`src/design/fmmsc_pkg.sv`:
```
// shared types, constants and helper functions of the fuzzy min-max singleton controller
package fmmsc_pkg;

  localparam int NumInputs = 3;
  localparam int Sets      = 3;
  localparam int NumRules  = 3 ** NumInputs;
  localparam int RuleSlots = 27;
  localparam int MuW       = 7;
  localparam int RuleW     = 54;
  localparam int CfgIdxW   = 3;
  localparam int DivStages = 8;

  localparam logic [MuW-1:0] Full = MuW'(100);

  typedef enum logic [CfgIdxW-1:0] {
    CFG_BP0   = 3'd0,
    CFG_BP1   = 3'd1,
    CFG_BP2   = 3'd2,
    CFG_SING  = 3'd3,
    CFG_RULES = 3'd4
  } cfg_idx_t;

  typedef enum logic [1:0] {
    MU_ZERO,
    MU_FULL,
    MU_DIV
  } mu_mode_t;

  typedef struct packed {
    mu_mode_t   mode;
    logic [7:0] num;
    logic [7:0] den;
  } mu_op_t;

  function automatic mu_op_t degree_op(logic signed [8:0] num, logic signed [8:0] den);
    mu_op_t op;
    op.num  = num[7:0];
    op.den  = den[7:0];
    if (num <= 9'sd0 || den <= 9'sd0) begin
      op.mode = MU_ZERO;
    end else if (num >= den) begin
      op.mode = MU_FULL;
    end else begin
      op.mode = MU_DIV;
    end
    return op;
  endfunction

  function automatic mu_op_t forced_op(mu_mode_t mode);
    mu_op_t op;
    op.mode = mode;
    op.num  = 8'd0;
    op.den  = 8'd1;
    return op;
  endfunction

  function automatic logic [MuW-1:0] max3(logic [MuW-1:0] a, logic [MuW-1:0] b,
                                          logic [MuW-1:0] c);
    logic [MuW-1:0] m;
    m = (a > b) ? a : b;
    return (m > c) ? m : c;
  endfunction

endpackage

```
`src/design/fmmsc_div.sv`:
```
// pipelined restoring divider, one quotient bit per stage, quotient below 256
module fmmsc_div (
  input  logic        clk,
  input  logic        en,
  input  logic [15:0] num,
  input  logic [8:0]  den,
  output logic [7:0]  quo
);
  import fmmsc_pkg::*;

  logic [15:0] rem [DivStages];
  logic [8:0]  dd  [DivStages];
  logic [7:0]  qq  [DivStages];

  always_ff @(posedge clk) begin
    logic [16:0] sh;
    logic [16:0] r;
    if (en) begin
      r  = {1'b0, num};
      sh = 17'(den) << (DivStages - 1);
      dd[0] <= den;
      if (r >= sh) begin
        rem[0] <= 16'(r - sh);
        qq[0]  <= 8'd1 << (DivStages - 1);
      end else begin
        rem[0] <= num;
        qq[0]  <= 8'd0;
      end
      for (int k = 1; k < DivStages; k++) begin
        r  = {1'b0, rem[k-1]};
        sh = 17'(dd[k-1]) << (DivStages - 1 - k);
        dd[k] <= dd[k-1];
        if (r >= sh) begin
          rem[k] <= 16'(r - sh);
          qq[k]  <= qq[k-1] | (8'd1 << (DivStages - 1 - k));
        end else begin
          rem[k] <= r[15:0];
          qq[k]  <= qq[k-1];
        end
      end
    end
  end

  assign quo = qq[DivStages-1];

endmodule
```
`config.mk`:
```
export PLATFORM = sky130hd
export DESIGN_NAME = fmmsc_div
export DESIGN_NICKNAME = d
export VERILOG_FILES = /design/src/design/fmmsc_pkg.sv /design/src/design/fmmsc_div.sv
export SDC_FILE = /design/constraint.sdc
export NUM_CORES = 1
export LEC_CHECK = 0
export ABC_AREA = 1
export BUFFER_PORTS_ARGS = -buffer_cell sky130_fd_sc_hd__buf_2
export CORE_MARGIN = 4
export CORE_UTILIZATION = 60
export CTS_CLUSTER_SIZE = 10
export DETAILED_ROUTE_END_ITERATION = 8
export PLACE_DENSITY = 0.77
export SLEW_MARGIN = 20
export SYNTH_ARGS = -nofsm -noshare
export SYNTH_HDL_FRONTEND = slang
export SYNTH_SLANG_ARGS = --single-unit
```
`constraint.sdc`:
```
create_clock -name clk -period 4.38 [get_ports clk]
set_input_delay 0.438 -clock clk [delete_from_list [all_inputs] [get_ports clk]]
set_output_delay 0.438 -clock clk [all_outputs]
set_load 0.01 [all_outputs]
```
==> flow_metrics.py <==
metrics = {
    "outcome": {
        "status": "complete, no violations",
    },
    "synth": {
        "ys_ff_latch": 211,
        "yosys.cell_types.count": 39,
        "postSynthCellCount": 1418,
        "syn_avg_cell_area_um2": 8.71,
        "synthArstFlopShare": 0,
        "yosysSeqAreaShare": 0.513,
        "synth_warnings": 0,
        "syn_area_um2": 12400,
        "synth-edff-count": 211,
        "synth-main-ff-cell": "edfxtp_1",
        "syn-num-nets": 1524,
    },
    "flow_run": {
        "cap_violations": 0,
    },
    "cts": {
        "numClockSinks": 211,
        "cts_tree": "done",
        "h-tree-depth": 1,
        "ctsResizeCount": 0,
        "cts_inserted_buffers": 25,
        "clock_path_buffers": 3,
        "clkLatencyLatePin_ns": 0.52,
        "cts_hold_buf": 0,
        "post_cts_buffers": 0,
        "clk_pin_slew_ns": 0.05,
        "cts_root_buffer": "clkbuf_16",
    },
    "layout": {
        "syn_to_final_growth_pct": 8.33,
        "layout.nets": 1562,
        "fin_area_um2": 13400,
        "final_common_cell": "nand2_1",
        "layout-drive-gt1-share": 0.0692,
        "final_util": 0.661,
        "antenna_cells": 0,
        "final_cell_count_no_fill": 1730,
        "mostFrequentLayoutCells": "nand2_1, inv_1, edfxtp_1",
    },
    "route": {
        "firstDrtPassIters": 5,
        "drt-initial-drc-count": 504,
        "antenna_left": 0,
        "vias": 9041,
        "drc": 0,
        "totalWireLength_mm": 25.0,
        "routedWlPerCell_um": 14.5,
        "via_per_inst": 5.23,
    },
    "hold_path": {
        "min_path_type": "primary input to flop",
        "min_from": "num[5]",
    },
    "global_route": {
        "grt_pass1_vias": 8913,
        "antenna_found_initial": 0,
        "grt-ovfl-total": 0,
        "grt_usage": 0.227,
        "grt_pass1_wl_mm": 41.4,
        "grt_max_degree": 116,
    },
    "setup_path": {
        "crit_fanout": 14,
        "crit_slowest_cell": "fa_1",
        "r2r_start": "dd[2][0]",
        "rrSetupSlack_ns": 2.06,
        "critPathArrivalTime_ns": 2.58,
        "cp.required_ns": 4.64,
        "max_stage_delay_ns": 0.46,
        "path_class": "flop to flop",
        "critPathLaunch": "dd[2][0]",
        "cp_common_cell": "nand2_1",
        "cp-end-kind": "flop",
        "crit_family": "adder cells",
        "cp_num_buf_inv": 2,
        "cp_cell_sequence": "ha_1, fa_1, inv_1, a21oi_1, nand2_1, nand2_1, nand2_1, inv_2, nand2_1, nand2_1",
        "crit_path_start_kind": "flop",
    },
    "floorplanning": {
        "start_util": 0.610,
        "core_um2": 20200,
        "die-height_um": 151,
        "dieArea_um2": 22900,
        "die_width_um": 151,
        "pin_count": 35,
        "row_count": 52,
    },
    "placement": {
        "gp_congestion": 0.892,
        "dp_slack_ns": 1.96,
        "port_buffers": 34,
        "placed_cells": 1699,
        "dp.final_hpwl_mm": 19.6,
        "post_dp_cell_area_um2": 12700,
    },
    "timing": {
        "period_minus_slack_ns": 2.32,
        "slew_headroom": 0.450,
        "finalHoldViolations": 0,
        "worst_pin_slew_ns": 0.825,
        "slew_violations": 0,
        "finalClockSkew_ns": 0.0105,
        "fin_tns_setup_ns": 0,
        "setup_ws_ns": 2.06,
        "fin_crit_sh": 0.529,
        "whs_ns": 0.114,
        "grt_setup_unrepaired": "no",
        "setup_viol": 0,
        "max_freq_mhz": 432,
    },
    "power": {
        "powerDensity_nw_per_um2": 509,
        "power_mw": 6.81,
        "p_leak_nw": 6.35,
        "ir_drop_mv": 0.343,
    },
}
## sequential cells by signal (all words and copies together), names as in the netlist
name,flops
rem,112
qq,36
dd,63
## synthesized netlist by cell type, types with 2 or more instances
| cell type | n | share of area |
|---|---|---|
| nor2_4 | 3 | 0.0027 |
| o21ai_1 | 7 | 0.0028 |
| nor2_1 | 106 | 0.032 |
| inv_2 | 3 | 0.00091 |
| buf_4 | 11 | 0.0067 |
| nor3_1 | 10 | 0.0041 |
| o21bai_1 | 4 | 0.0024 |
| inv_1 | 254 | 0.077 |
| nand3_1 | 106 | 0.043 |
| nand4_1 | 23 | 0.012 |
| nand3_2 | 6 | 0.0049 |
| nand2_2 | 8 | 0.0041 |
| nand2_1 | 464 | 0.14 |
| or2_2 | 2 | 0.0010 |
| buf_6 | 5 | 0.0046 |
| a21oi_1 | 35 | 0.014 |
| fa_1 | 7 | 0.011 |
| xor2_1 | 19 | 0.013 |
| o21ai_0 | 18 | 0.0073 |
| nand3b_1 | 5 | 0.0030 |
| ha_1 | 72 | 0.073 |
| clkbuf_1 | 7 | 0.0021 |
| xnor2_1 | 9 | 0.0064 |
| a21oi_2 | 5 | 0.0035 |
| edfxtp_1 | 211 | 0.51 |
| o21ai_2 | 5 | 0.0035 |
## power breakdown
| part | switching [mW] | total, mW | internal (mW) |
|---|---|---|---|
| combinational | 1.41 | 2.19 | 0.781 |
| clock | 0.723 | 1.74 | 1.02 |
| sequential | 0.198 | 2.87 | 2.68 |
| total | 2.33 | 6.81 | 4.47 |
## per-layer routing
layer,vias to the layer above,global-route usage,part of all wire
met2,230,0.432,0.53
li1,4627,-,-
met5,-,0,0
met4,0,0.0893,0.038
met3,67,0.0262,0.043
met1,4117,0.259,0.39
## path summary, 6_finish.rpt
| check | to | cells past startpoint |
|---|---|---|
| worst max-delay path | rem[3][11] | 10 |
| worst max register to register | rem[3][11] | 10 |
| worst min register to register | qq[1][14] | 0 |
| worst min-delay path | rem[0][5] | 1 |
## cell type report
class	count	area, µm²
fillers	1627	6850
repair buffers	35	199
inverters	259	975
clock buffers	27	633
well taps	270	338
multi-input cells	924	4870
clock inverters	4	32.5
flip-flops and latches	211	6340
## logic make-up (layout without fill, tap and decap cells)
group                    Yosys count  count (layout)  share of synthesized area
adder cells (fa/ha/maj)           79              79                     0.0843
AND/OR/NAND/NOR                  739             739                      0.253
XOR/XNOR                          28              28                     0.0199
AO/OA/AOI/OAI                     78              78                     0.0373
flip-flops                       211             211                      0.513
buffers and inverters            283             325                     0.0930
No activity file was read; power rests on OpenSTA's default activity.
